`src/rtl/rffd_pkg.sv`:
```
// ----------------------------------------------------------------------------
// rffd_pkg: shared types and tables for the rf remote frame decoder
// beat structs for both channels, frame field constants, house byte table
// ----------------------------------------------------------------------------
package rffd_pkg;

	typedef struct packed {
		logic [31:0] frame_code;
		logic [6:0]  bit_count;
		logic [31:0] now_ms;
	} in_beat_t;

	typedef struct packed {
		logic [3:0]  house_index;
		logic [5:0]  button_number;
		logic        is_on;
		logic [31:0] raw_code;
		logic [31:0] event_time_ms;
	} out_beat_t;

	localparam logic [31:0] DEBOUNCE_RESET_MS = 32'd250;
	localparam logic [6:0]  FRAME_BITS        = 7'd24;
	localparam logic [3:0]  MARKER_NIB        = 4'h1;
	localparam logic [3:0]  ONOFF_OFF         = 4'h4;
	localparam logic [3:0]  ONOFF_ON          = 4'h5;

	localparam logic [7:0] HOUSE_BYTES [16] = '{
		8'h00, 8'h40, 8'h10, 8'h04, 8'h44, 8'h14, 8'h54, 8'h01,
		8'h41, 8'h11, 8'h51, 8'h05, 8'h45, 8'h15, 8'h55, 8'h50
	};

	// house byte match, one compare per table entry
	function automatic logic house_hit(input logic [7:0] b);
		logic hit;
		hit = 1'b0;
		for (int i = 0; i < 16; i++) begin
			if (HOUSE_BYTES[i] == b) hit = 1'b1;
		end
		return hit;
	endfunction

	function automatic logic [3:0] house_idx(input logic [7:0] b);
		logic [3:0] idx;
		idx = 4'd0;
		for (int i = 0; i < 16; i++) begin
			if (HOUSE_BYTES[i] == b) idx = 4'(i);
		end
		return idx;
	endfunction

	// row/slider nibble legal codes 0,4,1,5
	function automatic logic nib_ok(input logic [3:0] n);
		return (n[3:1] == 3'b000) || (n[3:1] == 3'b010);
	endfunction

	// position minus one: 0->0, 4->1, 1->2, 5->3
	function automatic logic [1:0] nib_idx(input logic [3:0] n);
		return {n[0], n[2]};
	endfunction

endpackage

```
`src/rtl/rf_remote_frame_decoder_top.sv`:
```
// a decoded frame goes into the queue, then into the output register behind out_valid
// throughput: one input beat per cycle; in_stall holds input only while the queue is full
// a queued result moves into the output register at the edge that takes the previous one
// reset: arst_n clears the queue, output valid, last code and last time; window returns to 250
// ----------------------------------------------------------------------------
// rf_remote_frame_decoder_top: decoder for rf remote frames with debounce
// front classifies beats, a fifo decouples it from the output register
// ----------------------------------------------------------------------------
module rf_remote_frame_decoder_top
	import rffd_pkg::*;
#(
	parameter int QUEUE_DEPTH = 4
) (
	input  logic        clk,
	input  logic        arst_n,
	// input channel: one received code per beat
	input  logic        in_valid,
	output logic        in_stall,
	input  in_beat_t    in_beat,
	// result channel: one decoded frame per beat
	output logic        out_valid,
	input  logic        out_stall,
	output out_beat_t   out_beat,
	// debounce window register, write only
	input  logic        cfg_we,
	input  logic [31:0] cfg_wdata
);

	// front to queue
	logic      q_push;
	out_beat_t q_push_data;
	logic      q_full;
	// queue to back
	logic      q_pop;
	logic      q_not_empty;
	out_beat_t q_head;

	// front: debounce against the last code, frame checks, decode
	// zero codes and repeats inside the window are dropped without a state update
	rffd_front u_front (
		.clk       (clk),
		.arst_n    (arst_n),
		.in_valid  (in_valid),
		.in_stall  (in_stall),
		.in_beat   (in_beat),
		.cfg_we    (cfg_we),
		.cfg_wdata (cfg_wdata),
		.q_full    (q_full),
		.q_push    (q_push),
		.q_data    (q_push_data)
	);

	// queue: holds decoded frames while the result side stalls
	rffd_queue #(
		.DEPTH (QUEUE_DEPTH)
	) u_queue (
		.clk       (clk),
		.arst_n    (arst_n),
		.push      (q_push),
		.push_data (q_push_data),
		.pop       (q_pop),
		.full      (q_full),
		.not_empty (q_not_empty),
		.head      (q_head)
	);

	// back: registered result beat
	rffd_back u_back (
		.clk         (clk),
		.arst_n      (arst_n),
		.q_not_empty (q_not_empty),
		.q_head      (q_head),
		.q_pop       (q_pop),
		.out_valid   (out_valid),
		.out_stall   (out_stall),
		.out_beat    (out_beat)
	);

endmodule

```
`src/rtl/rffd_front.sv`:
```
// ----------------------------------------------------------------------------
// rffd_front: input acceptance, debounce and frame classification
// keeps the last code and its time, decodes valid frames into the queue
// ----------------------------------------------------------------------------
module rffd_front
	import rffd_pkg::*;
(
	input  logic      clk,
	input  logic      arst_n,
	input  logic      in_valid,
	output logic      in_stall,
	input  in_beat_t  in_beat,
	input  logic      cfg_we,
	input  logic [31:0] cfg_wdata,
	input  logic      q_full,
	output logic      q_push,
	output out_beat_t q_data
);

	logic [31:0] window_q;
	logic [31:0] last_code_q;
	logic [31:0] last_time_q;

	logic        accept;
	logic        is_repeat;
	logic        take;
	logic        frame_ok;
	logic [31:0] elapsed;
	logic [7:0]  house_byte;
	logic [3:0]  row_nib, slider_nib, marker_nib, onoff_nib;
	logic [1:0]  row_idx, slider_idx;
	logic        on_flag;

	assign in_stall = q_full;
	assign accept   = in_valid && !q_full;

	assign elapsed   = in_beat.now_ms - last_time_q;
	assign is_repeat = (in_beat.frame_code == last_code_q) && (elapsed < window_q);
	assign take      = accept && (in_beat.frame_code != 32'd0) && !is_repeat;

	assign house_byte = in_beat.frame_code[23:16];
	assign row_nib    = in_beat.frame_code[15:12];
	assign slider_nib = in_beat.frame_code[11:8];
	assign marker_nib = in_beat.frame_code[7:4];
	assign onoff_nib  = in_beat.frame_code[3:0];
	assign row_idx    = nib_idx(row_nib);
	assign slider_idx = nib_idx(slider_nib);
	assign on_flag    = (onoff_nib == ONOFF_ON);

	assign frame_ok = (in_beat.bit_count == FRAME_BITS) && house_hit(house_byte)
		&& nib_ok(row_nib) && nib_ok(slider_nib) && (marker_nib == MARKER_NIB)
		&& ((onoff_nib == ONOFF_ON) || (onoff_nib == ONOFF_OFF));

	assign q_push = take && frame_ok;

	always_comb begin
		q_data.house_index   = house_idx(house_byte);
		q_data.button_number = {1'b0, slider_idx, 3'b000} + {3'b000, row_idx, 1'b0}
			+ (on_flag ? 6'd1 : 6'd2);
		q_data.is_on         = on_flag;
		q_data.raw_code      = in_beat.frame_code;
		q_data.event_time_ms = in_beat.now_ms;
	end

	always_ff @(posedge clk or negedge arst_n) begin
		if (!arst_n) begin
			window_q    <= DEBOUNCE_RESET_MS;
			last_code_q <= 32'd0;
			last_time_q <= 32'd0;
		end else begin
			if (cfg_we) window_q <= cfg_wdata;
			if (take) begin
				last_code_q <= in_beat.frame_code;
				last_time_q <= in_beat.now_ms;
			end
		end
	end

endmodule

```
`src/rtl/rffd_queue.sv`:
```
// ----------------------------------------------------------------------------
// rffd_queue: small fifo of decoded results between front and back
// circular buffer with read and write pointers and an occupancy count
// ----------------------------------------------------------------------------
module rffd_queue
	import rffd_pkg::*;
#(
	parameter int DEPTH = 4
) (
	input  logic      clk,
	input  logic      arst_n,
	input  logic      push,
	input  out_beat_t push_data,
	input  logic      pop,
	output logic      full,
	output logic      not_empty,
	output out_beat_t head
);

	localparam int AW = (DEPTH > 1) ? $clog2(DEPTH) : 1;
	localparam int CW = $clog2(DEPTH + 1);

	out_beat_t       mem_q [DEPTH];
	logic [AW-1:0]   wr_ptr_q, rd_ptr_q;
	logic [CW-1:0]   count_q;
	logic            do_push, do_pop;

	assign full      = (count_q == CW'(DEPTH));
	assign not_empty = (count_q != '0);
	assign do_push   = push && !full;
	assign do_pop    = pop && not_empty;
	assign head      = mem_q[rd_ptr_q];

	always_ff @(posedge clk) begin
		if (do_push) mem_q[wr_ptr_q] <= push_data;
	end

	always_ff @(posedge clk or negedge arst_n) begin
		if (!arst_n) begin
			wr_ptr_q <= '0;
			rd_ptr_q <= '0;
			count_q  <= '0;
		end else begin
			if (do_push) begin
				wr_ptr_q <= (wr_ptr_q == AW'(DEPTH - 1)) ? '0 : wr_ptr_q + AW'(1);
			end
			if (do_pop) begin
				rd_ptr_q <= (rd_ptr_q == AW'(DEPTH - 1)) ? '0 : rd_ptr_q + AW'(1);
			end
			if (do_push && !do_pop) count_q <= count_q + CW'(1);
			else if (do_pop && !do_push) count_q <= count_q - CW'(1);
		end
	end

endmodule

```
`src/rtl/rffd_back.sv`:
```
// ----------------------------------------------------------------------------
// rffd_back: output register driving the result channel
// pulls the queue head whenever the register is empty or being taken
// ----------------------------------------------------------------------------
module rffd_back
	import rffd_pkg::*;
(
	input  logic      clk,
	input  logic      arst_n,
	input  logic      q_not_empty,
	input  out_beat_t q_head,
	output logic      q_pop,
	output logic      out_valid,
	input  logic      out_stall,
	output out_beat_t out_beat
);

	logic      valid_q;
	out_beat_t data_q;

	assign q_pop     = q_not_empty && (!valid_q || !out_stall);
	assign out_valid = valid_q;
	assign out_beat  = data_q;

	always_ff @(posedge clk) begin
		if (q_pop) data_q <= q_head;
	end

	always_ff @(posedge clk or negedge arst_n) begin
		if (!arst_n) begin
			valid_q <= 1'b0;
		end else if (q_pop) begin
			valid_q <= 1'b1;
		end else if (!out_stall) begin
			valid_q <= 1'b0;
		end
	end

endmodule
```
`config.mk`:
```
export PLATFORM = sky130hd
export DESIGN_NAME = rf_remote_frame_decoder_top
export DESIGN_NICKNAME = d
export VERILOG_FILES = /design/src/rtl/rffd_pkg.sv /design/src/rtl/rf_remote_frame_decoder_top.sv /design/src/rtl/rffd_front.sv /design/src/rtl/rffd_queue.sv /design/src/rtl/rffd_back.sv
export SDC_FILE = /design/constraint.sdc
export NUM_CORES = 1
export LEC_CHECK = 0
export BUFFER_PORTS_ARGS = -buffer_cell sky130_fd_sc_hd__buf_2
export CAP_MARGIN = 5
export CELL_PAD_IN_SITES_DETAIL_PLACEMENT = 0
export CELL_PAD_IN_SITES_GLOBAL_PLACEMENT = 1
export CORE_MARGIN = 3
export CORE_UTILIZATION = 38
export CTS_CLUSTER_DIAMETER = 120
export DETAILED_ROUTE_END_ITERATION = 8
export PLACE_DENSITY_LB_ADDON = 0.1
export SYNTH_ARGS = -nofsm -noshare
export SYNTH_HDL_FRONTEND = slang
export SYNTH_SLANG_ARGS = --single-unit
```
`constraint.sdc`:
```
create_clock -name clk -period 6.1 [get_ports clk]
set_input_delay 0.305 -clock clk [delete_from_list [all_inputs] [get_ports clk]]
set_output_delay 0.305 -clock clk [all_outputs]
set_load 0.005 [all_outputs]
```
==> qor.csv, run 1 <==
stage,metric,value,unit
yosys,largest family of logic cells by synthesized area,multiplexers,
yosys,compound-cell area share of the yosys netlist,4.91,%
floorplanning,Die W,235,µm
sta,fin. max-slew vios,0,
routing,remaining antenna violation count,0,
power,switching portion of total power,30.2,%
power,pwr/cell area,432,nW/µm²
yosys,"Avg Cell Area, Syn",16.8,µm²
floorplanning,die area,55100,µm²
layout,P&R area growth vs syn,21.9,%
grt,GRT overflow,0,
min_path,Worst Hold Class,in -> reg,
clock_tree,hold_buf cts,82,
worst_setup_path,Worst R2R Path Depth,24,
yosys,post-synth design cell area,19900,µm²
power,Reg power frac,41.9,%
grt,number of global-route vias before repair,11461,
yosys,Seq cells post-synth,474,
floorplanning,core footprint,51500,µm²
sta,Final Skew,0.0297,ns
clock_tree,clock sink count,474,
sta,relative slew slack,28.2,%
routing,# DRC,0,
floorplanning,Initial Utilization,38.6,%
worst_setup_path,crit start category,input port,
clock_tree,# Post-CTS Setup Buffers,0,
sta,Max Clk Rate,177,MHz
placement,pre-CTS setup slack,0.376,ns
floorplanning,Die Ht,235,µm
floorplanning,I/O pins,185,
worst_setup_path,Worst Path Max Fanout,7,
worst_setup_path,FF-to-FF setup slack,0.54,ns
yosys,Synth warnings,0,
sta,RSZ-0062 raised after global routing,false,
grt,initial antenna violation count,1,
yosys,async set-or-reset flop fraction in the synthesized netlist,21.9,%
yosys,syn nets,1367,
yosys,Post-Synth Simple-Gate Area,4.03,%
yosys,post-synth top area cell,edfxtp_1,
power,P_int,0.00732,W
clock_tree,H-tree Lvls,2,
clock_tree,CTS resizes,0,
layout,layout cells sized above 1,25.1,%
min_path,Hold Path End,u_queue.mem_q[1][21],
power,Leak,9.06,nW
grt,total track usage,16.6,%
yosys,multiplexer share of the synthesized area,12.3,%
sta,Tcrit/Tclk final,92.4,%
worst_setup_path,"Req. time, crit path",6.59,ns
placement,dpl cell area,21700,µm²
power,NetSw,0.00317,W
floorplanning,row cnt,83,
sta,fin crit period,5.64,ns
sta,# setup viols final,0,
routing,Routed wire per std cell,20.7,µm
yosys,Post-Synth XOR/XNOR Area,2.86,%
grt,first-pass GRT wire length,70500,µm
worst_setup_path,Worst Path Arrival,6.12,ns
clock_tree,root buf cell,clkbuf_16,
power,worst vdd ir,0.213,mV
clock_tree,CTS tree,built,
sta,"Worst Setup Slack, final",0.462,ns
routing,Via-to-Cell Ratio,4.97,
sta,Final Hold Fails,0,
worst_setup_path,reg-to-reg critical path endpoint,u_queue.count_q[1],
sta,setup TNS,0,ns
clock_tree,clock tree buffer depth,3,
routing,final wirelength,45700,µm
flow_run,MaxCap Viol Count,0,
min_path,Hold Path Cell Cnt,1,
yosys,Synth Flop Type,edfxtp_1,
yosys,post-synth top area share,55.9,%
run_status,outcome,"finished, final reports clean",
yosys,Synth area leaders,"edfxtp_1, dfrtp_1, mux4_2, ha_1, mux2_1",
routing,Pre-Repair DR Iteration Count,4,
placement,routability congestion estimate,0.811,
layout,post-route cell area,24200,µm²
clock_tree,clock transition at the registers of the reported paths,0.06,ns
routing,vias post-DR,10981,
clock_tree,Worst-Skew Late Latency,0.60,ns
placement,Buffers on Ports,184,
yosys,Syn Inst Count,1187,
worst_setup_path,Crit Path Class,in -> reg,
yosys,Adder-Cell Fraction of Synth Area,4.61,%
yosys,post-synth cell types,63,
power,Clk pwr share,28.9,%
clock_tree,cts bufs inserted,52,
worst_setup_path,reg2reg start,u_front.last_time_q[0],
layout,Final Net Count,1663,
yosys,post-synthesis sequential area ratio,69.0,%
power,combinational cell fraction of total power,29.2,%
grt,largest net degree at the start of global routing,64,
placement,DP HPWL,29700,µm
min_path,hold wc startpoint,in_beat[21],
sta,Slew @ Worst Pin,1.08,ns
worst_setup_path,Setup crit end kind,register,
routing,Starting DRT DRC Count,602,
yosys,Post-synth EDFFs,370,
kinds of logic after synthesis:
logic type,after synthesis
buffers and inverters,115
muxes,143
xor gates and xnor gates,65
adders and majority gates,72
and+or+nand+nor,163
AOI/OAI and AO/OA,155
DFF,474
state kept, by name, summed over array words and instances, names as in the netlist:
register             flops
u_queue.mem_q          296
u_back.out_beat         74
u_front.last_code_q     32
u_front.last_time_q     32
u_front.window_q        32
u_queue.count_q          3
u_queue.rd_ptr_q         2
u_queue.wr_ptr_q         2
u_back.out_valid         1
metrics by stage:
step	instances	hold WS [ns]	util, %	total power [W]
CTS	2207	0.000354	47.0	0.0107
finish	2208	0.0468	47.1	0.0105
global route	2208	0.0185	47.1	0.0112
detailed placement	2027	0.398	42.2	0.00754
floorplan	1187	0.00941	-	0.00652
global placement	2027	0.394	42.2	0.00753
cells in the mapped netlist (all sizes together) (11+ instances only):
master / instances
a21o: 18
a21oi: 35
buf: 19
clkbuf: 20
dfrtp: 98
edfxtp: 370
ha: 70
inv: 76
mux2: 68
mux4: 74
nand2: 57
nand3: 15
nand4: 14
nor2: 30
o21ai: 56
xnor2: 54
xor2: 11
power groups by stage:
stage	Combinational (W)	Clock [W]	Sequential (W)
after floorplan	0.00222	0	0.00430
after global placement	0.00306	0	0.00447
after detailed placement	0.00307	0	0.00448
after CTS	0.00313	0.00313	0.00441
after global routing	0.00346	0.00326	0.00446
final	0.00307	0.00303	0.00439
worst max-delay path by stage:
stage / endpoint / cells past startpoint / startpoint / slack, ns
2_1_floorplan: u_queue.mem_q[1][0] / 18 / u_front.last_time_q[16] / 0.10
3_3_place_gp: u_queue.count_q[1] / 26 / in_beat[0] / 0.49
3_5_place_dp: u_queue.count_q[1] / 26 / in_beat[0] / 0.38
4_1_cts: u_queue.count_q[1] / 27 / in_beat[0] / 0.47
5_1_grt: u_queue.count_q[2] / 27 / in_beat[0] / 0.07
6_report: u_queue.count_q[1] / 27 / in_beat[0] / 0.46
per-layer routing:
metal,GRT usage (%),vias to the layer above,wire [µm]
met1,23.4,5548,21100
met3,3.13,58,2030
met4,3.54,0,774
met5,0,-,0
met2,27.1,215,21800
li1,-,5160,-
layout by cell type (no fill, tap or decap), types with 3 or more instances in the layout:
master,instances
edfxtp_1,370
buf_2,183
dfrtp_1,96
dlygate4sd3_1,82
inv_1,75
mux4_2,74
ha_1,70
mux2_1,58
nand2_1,57
o21ai_0,55
xnor2_1,54
clkbuf_16,52
a21oi_1,34
nor2_1,30
a21o_1,18
nand3_1,15
nand4_1,14
xor2_1,11
clkinv_2,10
mux2_2,10
clkbuf_1,10
buf_12,10
clkinv_1,9
clkbuf_8,8
o21a_1,7
nor4_1,7
and3_1,6
a211oi_1,6
nor3_1,6
buf_4,6
dfstp_2,6
nor2b_1,5
clkinvlp_4,5
or3_1,4
o21bai_1,4
and2_4,4
a2111oi_0,3
a31oi_1,3
nand3b_1,3
final cells by class:
type | count | area [µm²]
clock buffer | 70 | 1450
multi-input combinational | 598 | 5720
timing repair buffer | 281 | 1980
inverter | 76 | 287
clock inverter | 28 | 221
sequential | 474 | 13700
antenna | 1 | 2.50
tap | 680 | 851
fill | 4577 | 27300
critical path: stages:
cell	delay, ns
dlygate4sd3_1	0.53
buf_2	0.15
inv_1	0.05
ha_1	0.21
inv_1	0.08
fa_1	0.22
a211oi_1	0.10
o21ai_0	0.35
nand4_1	0.25
and3_1	0.25
o31ai_1	0.37
a21oi_1	0.17
o21ai_0	0.29
xor2_1	0.18
ha_1	0.25
nand3_1	0.12
nand4_1	0.12
nor3_1	0.28
a31oi_1	0.19
a21oi_1	0.15
o21ai_0	0.17
nor4b_2	0.21
buf_4	0.16
ha_1	0.20
inv_1	0.07
fa_1	0.40
mux2_2	0.27
Power figures use the tool's default switching activity.
==> run 2, diff against run 1 <==
- BUFFER_PORTS_ARGS: -buffer_cell sky130_fd_sc_hd__buf_2 -> not set
- CORE_MARGIN: 3 -> not set
- DONT_BUFFER_PORTS: not set -> 1
==> run 2 against run 1 <==
Against the previous run: combinational power down 9.1%; critical endpoint unchanged; cell area down 3.3%; setup slack better by 0.19 ns; critical path type is now reg -> reg; count of clock-buffer cells in the layout down 3; total power down 2.5%; worst hold slack worse by 0.00063 ns; die area down 3.4%.
==> qor.csv, run 2 (synthesis results as in run 1) <==
stage,metric,value,unit,change
layout,Final Net Count,1498,,-9.9%
clock_tree,Worst-Skew Late Latency,0.59,ns,about the same
layout,max reg flops,296,,unchanged
worst_setup_path,Critical Path Sink,u_queue.count_q[1],,
grt,total track usage,18.2,%,+1.5 points
floorplanning,Die Ht,231,µm,-1.7%
sta,RSZ-0062 raised after global routing,false,,
power,NetSw,0.00309,W,-2.5%
floorplanning,die area,53200,µm²,-3.4%
layout,"commonest non-fill, non-tap cell in the layout",edfxtp_1,,
sta,fin. max-slew vios,0,,unchanged
placement,DP HPWL,29200,µm,-1.8%
sta,Final Skew,0.0240,ns,-0.00566 ns
floorplanning,Die W,231,µm,-1.7%
routing,Starting DRT DRC Count,625,,+3.8%
worst_setup_path,reg-to-reg critical path endpoint,u_queue.count_q[1],,
worst_setup_path,Crit Path Class,reg -> reg,,
placement,Post-Place Cells,1844,,-9.0%
clock_tree,cts bufs inserted,52,,unchanged
sta,relative slew slack,30.1,%,+1.8 points
worst_setup_path,start point of the critical path,u_front.last_time_q[16],,
clock_tree,H-tree Lvls,2,,unchanged
placement,Buffers on Ports,0,,-100%
layout,layout cells sized above 1,14.5,%,-11 points
layout,Layout Cells excl Fill,2042,,-7.5%
grt,GRT overflow,0,,unchanged
power,Leak,8.39,nW,-7.3%
floorplanning,I/O pins,185,,unchanged
worst_setup_path,Worst R2R Path Depth,22,,-8.3%
power,Reg power frac,43.3,%,+1.4 points
worst_setup_path,crit start category,register,,
sta,# setup viols final,0,,unchanged
worst_setup_path,Worst Path Max Fanout,7,,unchanged
power,combinational cell fraction of total power,27.4,%,-1.8 points
worst_setup_path,Worst Path Arrival,5.93,ns,-0.19 ns
power,Clk pwr share,29.3,%,+0.4 points
routing,remaining antenna violation count,0,,unchanged
clock_tree,clock sink count,474,,unchanged
worst_setup_path,reg2reg start,u_front.last_time_q[16],,
clock_tree,clock transition at the registers of the reported paths,0.06,ns,about the same
power,Pwr Total,0.0102,W,-2.5%
clock_tree,clock tree buffer depth,3,,unchanged
power,worst vdd ir,0.225,mV,+5.7%
sta,Slew @ Worst Pin,1.05,ns,-0.0277 ns
layout,Top reg by flops,u_queue.mem_q,,
worst_setup_path,"Req. time, crit path",6.58,ns,about the same
grt,largest net degree at the start of global routing,105,,+64%
sta,fin crit period,5.45,ns,-0.191 ns
clock_tree,CTS tree,built,,
grt,initial antenna violation count,2,,+1
power,switching portion of total power,30.2,%,about the same
sta,Max Clk Rate,184,MHz,+3.5%
layout,highest-count cells in the layout ignoring fill and taps,"edfxtp_1, dlygate4sd3_1, dfrtp_1, inv_1, mux4_2",,
worst_setup_path,FF-to-FF setup slack,0.65,ns,+0.11 ns
grt,first-pass GRT wire length,70800,µm,+0.41%
routing,# DRC,0,,unchanged
run_status,outcome,"finished, final reports clean",,
power,pwr/cell area,436,nW/µm²,+0.76%
sta,Tcrit/Tclk final,89.3,%,-3.1 points
clock_tree,# Post-CTS Setup Buffers,0,,unchanged
worst_setup_path,Setup crit end kind,register,,
grt,number of global-route vias before repair,10751,,-6.2%
routing,Routed wire per std cell,23.2,µm,+12%
routing,Pre-Repair DR Iteration Count,6,,+2
floorplanning,core footprint,51500,µm²,unchanged
routing,Via-to-Cell Ratio,5.15,,+3.5%
clock_tree,root buf cell,clkbuf_16,,
flow_run,MaxCap Viol Count,0,,unchanged
sta,Final Hold Fails,0,,unchanged
routing,final wirelength,47500,µm,+3.9%
min_path,Worst Hold Class,in -> reg,,
sta,setup TNS,0,ns,unchanged
layout,P&R area growth vs syn,17.9,%,
routing,vias post-DR,10507,,-4.3%
power,P_int,0.00713,W,-2.6%
floorplanning,row cnt,83,,unchanged
floorplanning,Initial Utilization,38.6,%,unchanged
placement,routability congestion estimate,0.861,,+6.1%
[run 2: cell types whose count changed in the layout (fill, tap and decap cells not counted), moves of 3 or more]
cell and change:
dlygate4sd3_1 +16, buf_4 +3, clkbuf_1 +4, clkbuf_8 -8, clkinv_4 +3, buf_2 -183
[run 2: through the flow]
stage          util [%]  area [µm²]  setup WS, ns  hold slack, ns
6_report           45.5       23400         0.654          0.0462
5_1_grt            45.5       23400         0.163          0.0483
4_1_cts            45.5       23400         0.545          0.0131
3_5_place_dp       40.4       20800         0.532          0.0140
3_3_place_gp       40.4       20800         0.679          0.0141
2_1_floorplan         -       19900         0.103         0.00941
[run 2: final cells by class]
type                       instances  area [µm²]
sequential                       474       13700
inverter                          76         288
timing repair buffer             116        1240
fill                            4555       28100
multi-input combinational        598        5720
tap                              680         851
antenna                            1        2.50
clock buffer                      67        1380
clock inverter                    30         240
[run 2: worst max-delay path, cell delays in order (launching register included)]
cell and delay, ns:
dfrtp_1 0.33, inv_1 0.04, ha_1 0.36, a21o_1 0.23
a221o_1 0.38, a2111o_1 0.42, a41o_1 0.28, nor2_1 0.13
o211ai_1 0.16, a21oi_1 0.21, xnor2_1 0.15, ha_1 0.30
nand3_1 0.15, nand4_1 0.13, nor3_1 0.37, a31oi_1 0.18
a21oi_1 0.15, o21ai_1 0.17, nor4b_2 0.23, ha_1 0.21
inv_1 0.07, fa_1 0.40, mux2_2 0.27
[run 2: routing by layer]
layer | share of wire, % | track usage, % | routed length, µm
met2 | 49 | 30.2 | 23200
met4 | 2.0 | 5.17 | 958
met5 | 0 | 0 | 0
met3 | 5.4 | 3.85 | 2580
met1 | 44 | 24.0 | 20700
[run 2: power by group through the flow]
stage               clock (W)  sequential (W)  combinational, W
floorplan                   0         0.00430           0.00222
global placement            0         0.00450           0.00273
detailed placement          0         0.00451           0.00273
CTS                   0.00308         0.00444           0.00286
global route          0.00320         0.00450           0.00314
finish                0.00300         0.00442           0.00279
[run 2: worst min-delay path by stage]
stage,startpoint,to,slack [ns],cells past startpoint
2_1_floorplan,arst_n,u_back.out_valid,0.009,0
3_3_place_gp,arst_n,u_front.window_q[27],0.01,0
3_5_place_dp,arst_n,u_front.window_q[27],0.01,0
4_1_cts,cfg_we,u_front.window_q[3],0.01,3
5_1_grt,in_beat[47],u_queue.mem_q[2][70],0.05,1
6_report,cfg_we,u_front.window_q[3],0.05,3
[run 2: repair_timing]
action | CTS | global route
endpoints found under the setup margin | 0 | 203
endpoints found under the hold margin | 473 | 0
gates resized for setup | 0 | 2
hold buffers | 100 | 0
==> run 3, diff against run 2 <==
- PLACE_DENSITY: not set -> 0.64
- PLACE_DENSITY_LB_ADDON: 0.1 -> not set
==> run 3 against run 2 <==
Against the previous run: cell area shrank 0.37%; worst hold slack lost 0.015 ns; critical path depth is 2 lower; setup slack worse by 0.12 ns; routed wire length is 4.7% lower; final cell count fell by 0.49%; sequential share of layout area is 0.22 points higher; global-route usage is 0.90 points lower; core utilization decreased by 0.17 points; count of clock-buffer cells in the layout fell by 1; total power down 0.43%; sequential power is essentially flat.
==> qor.csv, run 3 (synthesis results as in run 1) <==
stage,metric,value,unit,change
clock_tree,clock tree buffer depth,3,,unchanged
layout,Final Net Count,1492,,-0.40%
worst_setup_path,CP cell instances,"ha_1, inv_1, fa_1, a211oi_1, o21ai_0, nand4_1, and3_1, o31ai_1, a31oi_1, o21bai_1, xor2_1, ha_1, nand2_1, nor4_1, o2111ai_1, o21ai_0, nor4b_2, buf_4, and2_4, buf_12",,
worst_setup_path,Worst R2R Path Depth,20,,-9.1%
min_path,Hold Path Cell Cnt,2,,-1
worst_setup_path,CP max-delay cell,o21ai_0,,
sta,Max Clk Rate,180,MHz,-2.2%
clock_tree,hold_buf cts,100,,unchanged
grt,largest net degree at the start of global routing,105,,unchanged
sta,Final Skew,0.0193,ns,-0.00478 ns
worst_setup_path,Setup crit end kind,register,,
sta,Final Hold Fails,0,,unchanged
layout,post-route cell area,23400,µm²,-0.37%
placement,routability congestion estimate,0.863,,+0.23%
min_path,hold wc startpoint,out_stall,,
routing,vias post-DR,10441,,-0.63%
routing,Pre-Repair DR Iteration Count,4,,-2
floorplanning,Die W,231,µm,unchanged
worst_setup_path,reg-to-reg critical path endpoint,u_queue.mem_q[3][1],,
floorplanning,Die Ht,231,µm,unchanged
sta,smallest hold slack,0.0312,ns,-0.0150 ns
layout,Inserted Diodes,0,,-1
worst_setup_path,Bufs and invs on worst path,3,,+1
sta,relative slew slack,44.1,%,+14 points
worst_setup_path,Slowest Stage Delay on Critical Path,0.48,ns,+0.06 ns
routing,Via-to-Cell Ratio,5.14,,-0.14%
routing,Starting DRT DRC Count,620,,-0.80%
layout,layout cells sized above 1,14.1,%,-0.42 points
clock_tree,CTS resizes,0,,unchanged
layout,max reg flops,296,,unchanged
clock_tree,Worst-Skew Late Latency,0.59,ns,about the same
layout,"commonest non-fill, non-tap cell in the layout",edfxtp_1,,
worst_setup_path,Worst Path Arrival,5.79,ns,-0.14 ns
layout,highest-count cells in the layout ignoring fill and taps,"edfxtp_1, dlygate4sd3_1, dfrtp_1, inv_1, mux4_2",,
placement,Buffers on Ports,0,,unchanged
routing,remaining antenna violation count,0,,unchanged
floorplanning,row cnt,83,,unchanged
clock_tree,# Post-CTS Setup Buffers,0,,unchanged
worst_setup_path,crit start category,register,,
layout,Top reg by flops,u_queue.mem_q,,
power,worst vdd ir,0.246,mV,+9.1%
run_status,outcome,"finished, final reports clean",,
worst_setup_path,FF-to-FF setup slack,0.53,ns,-0.12 ns
placement,DP HPWL,27200,µm,-6.8%
sta,fin. max-slew vios,0,,unchanged
power,pwr/cell area,436,nW/µm²,about the same
worst_setup_path,CP top delay family,compound AO/OA/AOI/OAI gates,,
min_path,Hold Path End,u_back.out_valid,,
worst_setup_path,"Req. time, crit path",6.32,ns,-0.26 ns
worst_setup_path,Worst path depth,20,,-9.1%
sta,Slew @ Worst Pin,0.839,ns,-0.210 ns
flow_run,MaxCap Viol Count,0,,unchanged
sta,setup TNS,0,ns,unchanged
clock_tree,root buf cell,clkbuf_16,,
clock_tree,clock sink count,474,,unchanged
worst_setup_path,Worst Path Max Fanout,74,,+67
grt,first-pass GRT wire length,68000,µm,-4.0%
floorplanning,I/O pins,185,,unchanged
floorplanning,die area,53200,µm²,unchanged
sta,fin crit period,5.57,ns,+0.125 ns
sta,Tcrit/Tclk final,91.3,%,+2.0 points
layout,P&R area growth vs syn,17.4,%,
clock_tree,H-tree Lvls,2,,unchanged
grt,GRT overflow,0,,unchanged
clock_tree,CTS tree,built,,
power,Leak,8.36,nW,-0.43%
sta,RSZ-0062 raised after global routing,false,,
grt,number of global-route vias before repair,10760,,+0.084%
clock_tree,clock transition at the registers of the reported paths,0.06,ns,about the same
floorplanning,core footprint,51500,µm²,unchanged
clock_tree,cts bufs inserted,51,,-1.9%
grt,total track usage,17.3,%,-0.90 points
routing,final wirelength,45300,µm,-4.7%
grt,initial antenna violation count,1,,-1
routing,Routed wire per std cell,22.3,µm,-4.2%
routing,# DRC,0,,unchanged
worst_setup_path,Crit Path Class,reg -> reg,,
sta,# setup viols final,0,,unchanged
floorplanning,Initial Utilization,38.6,%,unchanged
worst_setup_path,reg2reg start,u_front.last_time_q[0],,
placement,dpl cell area,20700,µm²,-0.31%
min_path,Worst Hold Class,in -> reg,,
## run 3: cell count changes in the layout (fill, tap and decap cells not counted), moves of 2 or more
cell | before | now
clkbuf_1 | 14 | 12
clkinvlp_4 | 3 | 1
buf_4 | 9 | 6
clkbuf_8 | 0 | 2
clkinv_4 | 3 | 1
buf_12 | 8 | 6
## run 3: report_power, final
group          internal (W)  switching [W]  total [W]
clock               0.00171        0.00124    0.00296
sequential          0.00406       0.000368    0.00442
combinational       0.00135        0.00144    0.00279
## run 3: metal layers
layer,global-route usage (%),up-vias,wire length [µm]
li1,-,4812,-
met1,22.3,5307,19500
met2,28.7,262,22000
met3,4.35,60,2760
met4,4.97,0,989
met5,0,-,0
## run 3: worst max path at each step
stage,slack [ns],start,endpoint
finish,0.53,u_front.last_time_q[0],u_queue.mem_q[3][1]
global route,0.16,u_front.last_time_q[0],u_queue.count_q[2]
CTS,0.57,u_front.last_time_q[0],u_queue.mem_q[2][19]
detailed placement,0.60,u_front.last_time_q[0],u_queue.mem_q[2][72]
global placement,0.72,u_front.last_time_q[16],u_queue.mem_q[1][72]
floorplan,0.10,u_front.last_time_q[16],u_queue.mem_q[1][0]
## run 3: layout make-up
type / count / area (µm²)
clock buffers: 66 / 1370
clock inverters: 27 / 224
fillers: 4592 / 28200
inverters: 76 / 287
multi-input cells: 598 / 5720
flip-flops and latches: 474 / 13700
well taps: 680 / 851
repair buffers: 111 / 1170
## run 3: worst register-to-register path: stages, from the launching register on
cell and delay [ns]:
dfrtp_1 0.38, ha_1 0.20, inv_1 0.07, fa_1 0.22, a211oi_1 0.11, o21ai_0 0.46, nand4_1 0.24, and3_1 0.26
o31ai_1 0.31, a31oi_1 0.13, o21bai_1 0.16, xor2_1 0.09, ha_1 0.30, nand2_1 0.09, nor4_1 0.38, o2111ai_1 0.17
o21ai_0 0.48, nor4b_2 0.35, buf_4 0.20, and2_4 0.15, buf_12 0.37
## run 3: per-stage QoR
step           util (%)  total power [W]  setup WS, ns  std cells
2_1_floorplan         -          0.00652         0.103       1187
3_3_place_gp       40.2          0.00720         0.716       1839
3_5_place_dp       40.2          0.00723         0.603       1839
4_1_cts            45.3           0.0103         0.566       2032
5_1_grt            45.3           0.0108         0.155       2032
6_report           45.3           0.0102         0.529       2032
